<file path="src/hdl/sha_pkg.sv">
package sha_pkg;

	localparam int unsigned BlockWords = 16;
	localparam int unsigned HashWords  = 8;
	localparam int unsigned Rounds     = 64;

	localparam logic [7:0] PadMark = 8'h80;

	typedef enum logic [2:0] {
		ST_IDLE,
		ST_PAD,
		ST_LDH,
		ST_LDW,
		ST_RND,
		ST_UPD,
		ST_ORD,
		ST_OWAIT
	} sha_state_t;

	typedef logic [31:0] word_t;

	localparam word_t RoundK [Rounds] = '{
		32'h428a2f98, 32'h71374491, 32'hb5c0fbcf, 32'he9b5dba5,
		32'h3956c25b, 32'h59f111f1, 32'h923f82a4, 32'hab1c5ed5,
		32'hd807aa98, 32'h12835b01, 32'h243185be, 32'h550c7dc3,
		32'h72be5d74, 32'h80deb1fe, 32'h9bdc06a7, 32'hc19bf174,
		32'he49b69c1, 32'hefbe4786, 32'h0fc19dc6, 32'h240ca1cc,
		32'h2de92c6f, 32'h4a7484aa, 32'h5cb0a9dc, 32'h76f988da,
		32'h983e5152, 32'ha831c66d, 32'hb00327c8, 32'hbf597fc7,
		32'hc6e00bf3, 32'hd5a79147, 32'h06ca6351, 32'h14292967,
		32'h27b70a85, 32'h2e1b2138, 32'h4d2c6dfc, 32'h53380d13,
		32'h650a7354, 32'h766a0abb, 32'h81c2c92e, 32'h92722c85,
		32'ha2bfe8a1, 32'ha81a664b, 32'hc24b8b70, 32'hc76c51a3,
		32'hd192e819, 32'hd6990624, 32'hf40e3585, 32'h106aa070,
		32'h19a4c116, 32'h1e376c08, 32'h2748774c, 32'h34b0bcb5,
		32'h391c0cb3, 32'h4ed8aa4a, 32'h5b9cca4f, 32'h682e6ff3,
		32'h748f82ee, 32'h78a5636f, 32'h84c87814, 32'h8cc70208,
		32'h90befffa, 32'ha4506ceb, 32'hbef9a3f7, 32'hc67178f2
	};

	localparam word_t InitH [HashWords] = '{
		32'h6a09e667, 32'hbb67ae85, 32'h3c6ef372, 32'ha54ff53a,
		32'h510e527f, 32'h9b05688c, 32'h1f83d9ab, 32'h5be0cd19
	};

	function automatic word_t ror(input word_t x, input int unsigned n);
		return (x >> n) | (x << (32 - n));
	endfunction

	function automatic word_t big_sig0(input word_t x);
		return ror(x, 2) ^ ror(x, 13) ^ ror(x, 22);
	endfunction

	function automatic word_t big_sig1(input word_t x);
		return ror(x, 6) ^ ror(x, 11) ^ ror(x, 25);
	endfunction

	function automatic word_t small_sig0(input word_t x);
		return ror(x, 7) ^ ror(x, 18) ^ (x >> 3);
	endfunction

	function automatic word_t small_sig1(input word_t x);
		return ror(x, 17) ^ ror(x, 19) ^ (x >> 10);
	endfunction

endpackage

</file>
<file path="src/hdl/sha_byte_if.sv">
interface sha_byte_if;
	logic       valid;
	logic       ready;
	logic [7:0] data_byte;
	logic       byte_valid;
	logic       end_of_message;

	modport source (output valid, data_byte, byte_valid, end_of_message, input ready);
	modport sink (input valid, data_byte, byte_valid, end_of_message, output ready);
endinterface

</file>
<file path="src/hdl/sha_digest_if.sv">
interface sha_digest_if;
	logic        valid;
	logic        ready;
	logic [31:0] digest_word;
	logic [2:0]  word_index;
	logic        last_word;

	modport source (output valid, digest_word, word_index, last_word, input ready);
	modport sink (input valid, digest_word, word_index, last_word, output ready);
endinterface

</file>
<file path="src/hdl/sha_ram.sv">
module sha_ram #(
	parameter int unsigned WIDTH = 32,
	parameter int unsigned DEPTH = 16
) (
	input  logic                     clk,
	input  logic                     we,
	input  logic [$clog2(DEPTH)-1:0] waddr,
	input  logic [WIDTH-1:0]         wdata,
	input  logic [$clog2(DEPTH)-1:0] raddr,
	output logic [WIDTH-1:0]         rdata
);

	logic [WIDTH-1:0] mem_q [DEPTH];

	always_ff @(posedge clk) begin
		if (we) begin
			mem_q[waddr] <= wdata;
		end
		rdata <= mem_q[raddr];
	end

endmodule

</file>
<file path="src/hdl/sha256_message_digest_core.sv">
// SHA-256 over a byte stream. One byte is taken per cycle while gathering; the 64th byte
// of a block starts the compression (load the chaining words from their RAM, load the
// block RAM into the schedule, 64 rounds at one per cycle, add back and write the
// chaining RAM), during which no byte is taken. End of message runs one padding byte
// per cycle through the same path (up to 64, plus a second compression when the length
// does not fit), then the eight digest words come out of the chaining RAM one at a time,
// H0 first, after which the core starts afresh.
module sha256_message_digest_core
	import sha_pkg::*;
(
	input  logic          clk,
	input  logic          arst_n,
	sha_byte_if.sink      byte_in,
	sha_digest_if.source  digest_out
);

	sha_state_t  state_q, state_d, ret_q;
	logic [6:0]  cnt_q;
	logic [5:0]  fill_q;
	logic [23:0] acc_q;
	logic [63:0] bits_q;
	logic        mark_q, lenblk_q, hinit_q;
	logic [2:0]  k_q;
	word_t       v_q [HashWords];
	word_t       w_q [BlockWords];

	logic        accept, byte_go, full;
	logic [7:0]  byte_val, pad_byte;

	logic        buf_we;
	logic [3:0]  buf_raddr;
	word_t       buf_rdata;
	logic        ch_we;
	logic [2:0]  ch_waddr, ch_raddr, ld_idx;
	word_t       ch_wdata, ch_rdata, h_old;
	word_t       t1, t2, w_new;

	assign accept = byte_in.valid && byte_in.ready;
	assign byte_in.ready = (state_q == ST_IDLE);

	// length goes out most significant byte first
	assign pad_byte = !mark_q ? PadMark :
		(lenblk_q && fill_q >= 6'd56) ? bits_q[{~fill_q[2:0], 3'b000} +: 8] : 8'h00;

	always_comb begin
		byte_go  = 1'b0;
		byte_val = byte_in.data_byte;
		if (state_q == ST_IDLE) begin
			byte_go = accept && byte_in.byte_valid;
		end else if (state_q == ST_PAD) begin
			byte_go  = 1'b1;
			byte_val = pad_byte;
		end
	end

	assign full   = byte_go && (fill_q == 6'd63);
	assign buf_we = byte_go && (fill_q[1:0] == 2'd3);
	assign buf_raddr = cnt_q[3:0];

	sha_ram #(.WIDTH(32), .DEPTH(BlockWords)) u_buf (
		.clk   (clk),
		.we    (buf_we),
		.waddr (fill_q[5:2]),
		.wdata ({acc_q, byte_val}),
		.raddr (buf_raddr),
		.rdata (buf_rdata)
	);

	assign ld_idx   = cnt_q[2:0] - 3'd1;
	assign h_old    = hinit_q ? InitH[ld_idx] : ch_rdata;
	assign ch_we    = (state_q == ST_UPD) && (cnt_q != 7'd0);
	assign ch_waddr = ld_idx;
	assign ch_wdata = h_old + v_q[0];
	assign ch_raddr = (state_q == ST_ORD || state_q == ST_OWAIT) ? k_q : cnt_q[2:0];

	sha_ram #(.WIDTH(32), .DEPTH(HashWords)) u_chain (
		.clk   (clk),
		.we    (ch_we),
		.waddr (ch_waddr),
		.wdata (ch_wdata),
		.raddr (ch_raddr),
		.rdata (ch_rdata)
	);

	assign t1 = v_q[7] + big_sig1(v_q[4]) + ((v_q[4] & v_q[5]) ^ (~v_q[4] & v_q[6]))
		+ RoundK[cnt_q[5:0]] + w_q[0];
	assign t2 = big_sig0(v_q[0])
		+ ((v_q[0] & v_q[1]) ^ (v_q[0] & v_q[2]) ^ (v_q[1] & v_q[2]));
	assign w_new = small_sig1(w_q[14]) + w_q[9] + small_sig0(w_q[1]) + w_q[0];

	assign digest_out.valid       = (state_q == ST_OWAIT);
	assign digest_out.digest_word = ch_rdata;
	assign digest_out.word_index  = k_q;
	assign digest_out.last_word   = (k_q == 3'd7);

	always_comb begin
		state_d = state_q;
		case (state_q)
			ST_IDLE: begin
				if (full) begin
					state_d = ST_LDH;
				end else if (accept && byte_in.end_of_message) begin
					state_d = ST_PAD;
				end
			end
			ST_PAD: begin
				if (full) begin
					state_d = ST_LDH;
				end
			end
			ST_LDH: begin
				if (cnt_q == 7'd8) begin
					state_d = ST_LDW;
				end
			end
			ST_LDW: begin
				if (cnt_q == 7'd16) begin
					state_d = ST_RND;
				end
			end
			ST_RND: begin
				if (cnt_q == 7'd63) begin
					state_d = ST_UPD;
				end
			end
			ST_UPD: begin
				if (cnt_q == 7'd8) begin
					state_d = ret_q;
				end
			end
			ST_ORD: state_d = ST_OWAIT;
			ST_OWAIT: begin
				if (digest_out.ready) begin
					state_d = (k_q == 3'd7) ? ST_IDLE : ST_ORD;
				end
			end
			default: state_d = ST_IDLE;
		endcase
	end

	always_ff @(posedge clk or negedge arst_n) begin
		if (!arst_n) begin
			state_q <= ST_IDLE;
		end else begin
			state_q <= state_d;
		end
	end

	always_ff @(posedge clk or negedge arst_n) begin
		if (!arst_n) begin
			ret_q    <= ST_IDLE;
			cnt_q    <= '0;
			fill_q   <= '0;
			bits_q   <= '0;
			mark_q   <= 1'b0;
			lenblk_q <= 1'b0;
			hinit_q  <= 1'b1;
			k_q      <= '0;
		end else begin
			cnt_q <= (state_d != state_q) ? 7'd0 : cnt_q + 7'd1;
			if (byte_go) begin
				fill_q <= fill_q + 6'd1;
			end
			case (state_q)
				ST_IDLE: begin
					if (accept && byte_in.byte_valid) begin
						bits_q <= bits_q + 64'd8;
					end
					if (accept && byte_in.end_of_message) begin
						mark_q   <= 1'b0;
						lenblk_q <= 1'b0;
					end
					if (full) begin
						ret_q <= byte_in.end_of_message ? ST_PAD : ST_IDLE;
					end
				end
				ST_PAD: begin
					mark_q <= 1'b1;
					// length fits behind the mark only when it lands before byte 56
					if (!mark_q && fill_q < 6'd56) begin
						lenblk_q <= 1'b1;
					end
					if (full) begin
						ret_q    <= lenblk_q ? ST_ORD : ST_PAD;
						lenblk_q <= 1'b1;
					end
				end
				ST_UPD: begin
					if (cnt_q == 7'd8) begin
						hinit_q <= 1'b0;
					end
				end
				ST_OWAIT: begin
					if (digest_out.ready) begin
						k_q <= k_q + 3'd1;
						if (k_q == 3'd7) begin
							bits_q  <= '0;
							hinit_q <= 1'b1;
						end
					end
				end
				default: ;
			endcase
		end
	end

	always_ff @(posedge clk) begin
		if (byte_go) begin
			acc_q <= {acc_q[15:0], byte_val};
		end
		case (state_q)
			ST_LDH: begin
				if (cnt_q != 7'd0) begin
					for (int i = 0; i < HashWords - 1; i++) begin
						v_q[i] <= v_q[i+1];
					end
					v_q[HashWords-1] <= h_old;
				end
			end
			ST_LDW: begin
				if (cnt_q != 7'd0) begin
					for (int i = 0; i < BlockWords - 1; i++) begin
						w_q[i] <= w_q[i+1];
					end
					w_q[BlockWords-1] <= buf_rdata;
				end
			end
			ST_RND: begin
				v_q[0] <= t1 + t2;
				v_q[1] <= v_q[0];
				v_q[2] <= v_q[1];
				v_q[3] <= v_q[2];
				v_q[4] <= v_q[3] + t1;
				v_q[5] <= v_q[4];
				v_q[6] <= v_q[5];
				v_q[7] <= v_q[6];
				for (int i = 0; i < BlockWords - 1; i++) begin
					w_q[i] <= w_q[i+1];
				end
				w_q[BlockWords-1] <= w_new;
			end
			ST_UPD: begin
				if (cnt_q != 7'd0) begin
					for (int i = 0; i < HashWords - 1; i++) begin
						v_q[i] <= v_q[i+1];
					end
					v_q[HashWords-1] <= v_q[0];
				end
			end
			default: ;
		endcase
	end

endmodule

</file>
<file path="src/flat_wrapper.sv">
// flat-port wrapper written by rule: the top's interface ports become plain ports
module sha256_message_digest_core_flat import sha_pkg::*;
  (clk, arst_n, byte_in_valid, byte_in_data_byte, byte_in_byte_valid, byte_in_end_of_message, byte_in_ready, digest_out_valid, digest_out_digest_word, digest_out_word_index, digest_out_last_word, digest_out_ready);
  sha_byte_if byte_in_i ();
  sha_digest_if digest_out_i ();
  input  logic clk;
  input  logic arst_n;
  input wire logic [$bits(byte_in_i.valid)-1:0] byte_in_valid;
  input wire logic [$bits(byte_in_i.data_byte)-1:0] byte_in_data_byte;
  input wire logic [$bits(byte_in_i.byte_valid)-1:0] byte_in_byte_valid;
  input wire logic [$bits(byte_in_i.end_of_message)-1:0] byte_in_end_of_message;
  output wire logic [$bits(byte_in_i.ready)-1:0] byte_in_ready;
  output wire logic [$bits(digest_out_i.valid)-1:0] digest_out_valid;
  output wire logic [$bits(digest_out_i.digest_word)-1:0] digest_out_digest_word;
  output wire logic [$bits(digest_out_i.word_index)-1:0] digest_out_word_index;
  output wire logic [$bits(digest_out_i.last_word)-1:0] digest_out_last_word;
  input wire logic [$bits(digest_out_i.ready)-1:0] digest_out_ready;
  assign byte_in_i.valid = byte_in_valid;
  assign byte_in_i.data_byte = byte_in_data_byte;
  assign byte_in_i.byte_valid = byte_in_byte_valid;
  assign byte_in_i.end_of_message = byte_in_end_of_message;
  assign byte_in_ready = byte_in_i.ready;
  assign digest_out_valid = digest_out_i.valid;
  assign digest_out_digest_word = digest_out_i.digest_word;
  assign digest_out_word_index = digest_out_i.word_index;
  assign digest_out_last_word = digest_out_i.last_word;
  assign digest_out_i.ready = digest_out_ready;
  sha256_message_digest_core u_core (.clk(clk), .arst_n(arst_n), .byte_in(byte_in_i), .digest_out(digest_out_i));
endmodule
</file>
<file path="config.mk">
export PLATFORM = sky130hd
export DESIGN_NAME = sha256_message_digest_core_flat
export DESIGN_NICKNAME = d
export VERILOG_FILES = /design/src/hdl/sha_pkg.sv /design/src/hdl/sha_byte_if.sv /design/src/hdl/sha_digest_if.sv /design/src/hdl/sha_ram.sv /design/src/hdl/sha256_message_digest_core.sv /design/src/flat_wrapper.sv
export SDC_FILE = /design/constraint.sdc
export NUM_CORES = 2
export LEC_CHECK = 0
export BUFFER_PORTS_ARGS = -buffer_cell sky130_fd_sc_hd__buf_2
export CAP_MARGIN = 15
export CORE_MARGIN = 8
export CORE_UTILIZATION = 53
export DETAILED_ROUTE_END_ITERATION = 10
export PLACE_DENSITY_LB_ADDON = 0.1
export SLEW_MARGIN = 10
export SYNTH_ARGS = -nofsm -noshare
export SYNTH_HDL_FRONTEND = slang
export SYNTH_HIERARCHICAL = 1
export SYNTH_SLANG_ARGS = --single-unit
</file>
<file path="constraint.sdc">
create_clock -name clk -period 18.8 [get_ports clk]
set_clock_uncertainty 0.2 [all_clocks]
set_input_delay 0 -clock clk [delete_from_list [all_inputs] [get_ports clk]]
set_output_delay 0 -clock clk [all_outputs]
set_load 0.1 [all_outputs]
</file>
==> results.toml <==
[floorplanning]
die_area_um2 = 165500
core_region_area_um2 = 151700
floorplan.initialDensity_pct = 53.35
ios = 52
die_height_um = 406.8
rows = 143
die_w_um = 406.8

[yosys]
synth-edff-count = 1560
ys_seq_area_share_pct = 62.09
synth_ff_type = "edfxtp_1"
yosys_warnings = 6
synth_top_area_share_pct = 57.87
syn_avg_cell_area_um2 = 13.97
synth.area.top_cells = "edfxtp_1 (58%), mux4_2 (4.7%), fa_1 (4.6%)"
synth.most_common_cell = "edfxtp_1"
ys_seq_elements = 1709
ys_async_sr_fraction_pct = 4.974
netlist_instances = 5794
synth_cell_type_count = 95
yosysTopAreaCell = "edfxtp_1"
synth_area_um2 = 80940
synth_nets = 6178
synthTopCellsByCount = "edfxtp_1 (1560), nand2_1 (767), xnor2_1 (302)"

[clock_network]
cts_buffers = 176
cts_max_level = 4
clk_pin_slew_ns = 0.06
postCtsResizedCells = 0
clk-insertion-delay-late_ns = 0.82
cts.sinks = 1709
cts_root_buffer = "clkbuf_16"
cts_tree = "done"
cts_buffer_depth = 3

[global_route]
grt_max_degree = 98
grt_pass1_vias = 47380
grt_antenna_before_repair = 8
grt_pass1_wl_um = 319300
grt_util_all_layers_pct = 26.10
gr-total-overflow = 0

[setup_path]
slowest_delay_ns = 0.92
crit_arrival_ns = 11.75
critPathKind = "flop to flop"
cp_slowest_cell = "dfrtp_4"
rr_worst_depth = 35
cp_max_fo = 52
critPathRequiredTime_ns = 19.14
cp_common_cell = "inv_1"
worstSetupEndpointType = "flop"
critPathLaunchType = "flop"

[timing]
worstMarginPinSlew_ns = 1.149
fin_hold_ws_ns = 0.05514
setup_violations = 0
finalWorstSetupSlack_ns = 7.393
fin_crit_sh_pct = 60.68
drv_slew = 0
rsz0062_at_grt = "false"
finalHoldViolations = 0
finalSetupTns_ns = 0
min_period_ns = 11.41
timing.slew.headroom_pct = 23.24
fmax_mhz = 87.66

[hold_path]
hold_class = "input port to flop"
holdPathStages = 4

[placed_design]
place_congestion = 0.9878
hpwl_um = 145300
post-place-ws_ns = 7.629
io_buffer_count = 51

[detailed_routing]
routed_wl_um = 217500
drc = 0
wire_per_inst_um = 27.05
routed-via-count = 48610
drt-pass1-iter-count = 6
drt.antenna.violating_nets = 0
drt_iter0_drc = 5653
routed_via_density = 6.045

[cells_and_area]
syn_to_final_growth_pct = 10.83
num-nets-final = 6239
drive_gt1_share_pct = 12.30

[power]
swShare_pct = 20.10
fin_total_pwr_uw = 7608
p_int_uw = 6079
seqPwrFrac_pct = 53.8
peakVddDrop_mv = 0.09196
p_leak_uw = 0.03282
comb_power_share_pct = 0.2
clockPowerShare_pct = 46.0
p_switching_uw = 1529
powerDensity_nw_per_um2 = 84.81

[status]
status = "complete, no violations"

[flow_run]
maxCapViolCount = 0
-- cells in the final DEF, fill, tap and decap left out, drive strengths merged, types with 13 or more instances in the layout --
| cell | n |
|---|---|
| or3 | 25 |
| ha | 182 |
| mux2i | 53 |
| mux4 | 210 |
| clkbuf | 224 |
| dfxtp | 64 |
| o21bai | 22 |
| a31oi | 43 |
| nor2 | 245 |
| edfxtp | 1560 |
| xor2 | 143 |
| nand3 | 89 |
| a21o | 90 |
| and2 | 13 |
| dfrtp | 84 |
| o31ai | 32 |
| mux2 | 77 |
| o211ai | 26 |
| inv | 300 |
| nor2b | 21 |
| xnor2 | 302 |
| o311ai | 14 |
| a22oi | 68 |
| buf | 150 |
| a21oi | 205 |
| fa | 188 |
| clkinv | 80 |
| o21a | 34 |
| nand2b | 31 |
| o21ai | 299 |
| nand2 | 768 |
| nor3 | 62 |
| nand4 | 29 |
| a211oi | 35 |
| and3 | 31 |
| dlygate4sd3 | 21 |
| bufinv | 14 |
-- sequential cells by signal (all words and copies together), names as in the netlist --
| signal | flops |
|---|---|
| u_core/state_q | 3 |
| u_core/fill_q | 6 |
| u_core/ret_q | 2 |
| u_core/u_buf/mem_q | 512 |
| u_core/cnt_q | 7 |
| u_core/bits_q | 61 |
| u_core/mark_q | 1 |
| u_core/acc_q | 24 |
| u_core/w_q | 512 |
| u_core/digest_out.word_index | 3 |
| u_core/lenblk_q | 1 |
| u_core/u_chain/rdata | 32 |
| u_core/v_q | 256 |
| u_core/hinit_q | 1 |
| u_core/u_buf/rdata | 32 |
| u_core/u_chain/mem_q | 256 |
-- kinds of logic after synthesis --
group	share of synthesized area, %
DFF	62.09
and+or+nand+nor	7.455
AOI/OAI and AO/OA	7.551
buffers and inverters	2.850
xor gates and xnor gates	4.815
adders and majority gates	7.488
muxes	7.755
-- repair_timing --
action,in CTS,in global routing
buffers inserted,0,0
hold buffers,21,1
hold endpoints to repair,299,2
-- worst paths after layout --
| kind | from | end | slack, ns |
|---|---|---|---|
| min in group asynchronous | arst_n | u_core/bits_q[39] | 0.53 |
| worst min-delay path | byte_in_data_byte[1] | u_core/u_buf/mem_q[15][1] | 0.06 |
| max in group asynchronous | arst_n | u_core/cnt_q[2] | 17.06 |
| worst min register to register | u_core/w_q[2][12] | u_core/w_q[1][12] | 0.18 |
| worst max register to register | u_core/cnt_q[1] | u_core/v_q[0][24] | 7.39 |
| worst max-delay path | u_core/cnt_q[1] | u_core/v_q[0][24] | 7.39 |
-- metal layers --
layer	routed length (um)	global-route usage, %	up-vias	part of all wire, %
met4	6961	7.940	6	3.2
met1	95790	38.97	24790	44
met3	16420	4.367	357	7.6
met5	35	0	-	0.016
li1	-	-	21490	-
met2	98290	39.63	1972	45
-- worst max-delay path: cells and delay by family, from the launching register on --
family | cells | cell delay, ns
adders and majority gates | 8 | 3.81
AOI/OAI and AO/OA | 12 | 2.68
buffers and inverters | 7 | 1.44
xor gates and xnor gates | 1 | 0.30
DFF | 1 | 0.92
and+or+nand+nor | 7 | 1.79
-- power by group through the flow --
stage                     Clock (uW)  Combinational (uW)  Sequential (uW)
after global routing            3720                18.0             4090
final                           3500                16.3             4090
after CTS                       3570                15.4             4090
after detailed placement           0                11.8             4170
after floorplan                    0                2.76             4170
after global placement             0                11.5             4170
-- cell type report --
type	instances	area, um^2
Multi-Input combinational cell	3502	28650
Tap cell	2030	2540
Clock inverter	105	1219
Inverter	295	1107
Timing Repair Buffer	171	1236
Fill cell	11950	62020
Antenna cell	6	15.01
Clock buffer	224	4674
Sequential cell	1709	50270
-- per-stage QoR --
| step | instance area (um^2) | cells | utilization, % |
|---|---|---|---|
| 6_report | 89710 | 8042 | 59.13 |
| 5_1_grt | 89690 | 8036 | 59.12 |
| 4_1_cts | 89650 | 8030 | 59.09 |
| 3_5_place_dp | 83530 | 7680 | 55.06 |
| 3_3_place_gp | 83530 | 7680 | 55.06 |
| 2_1_floorplan | 80940 | 5794 | - |
(Power assumes the default switching activity.)
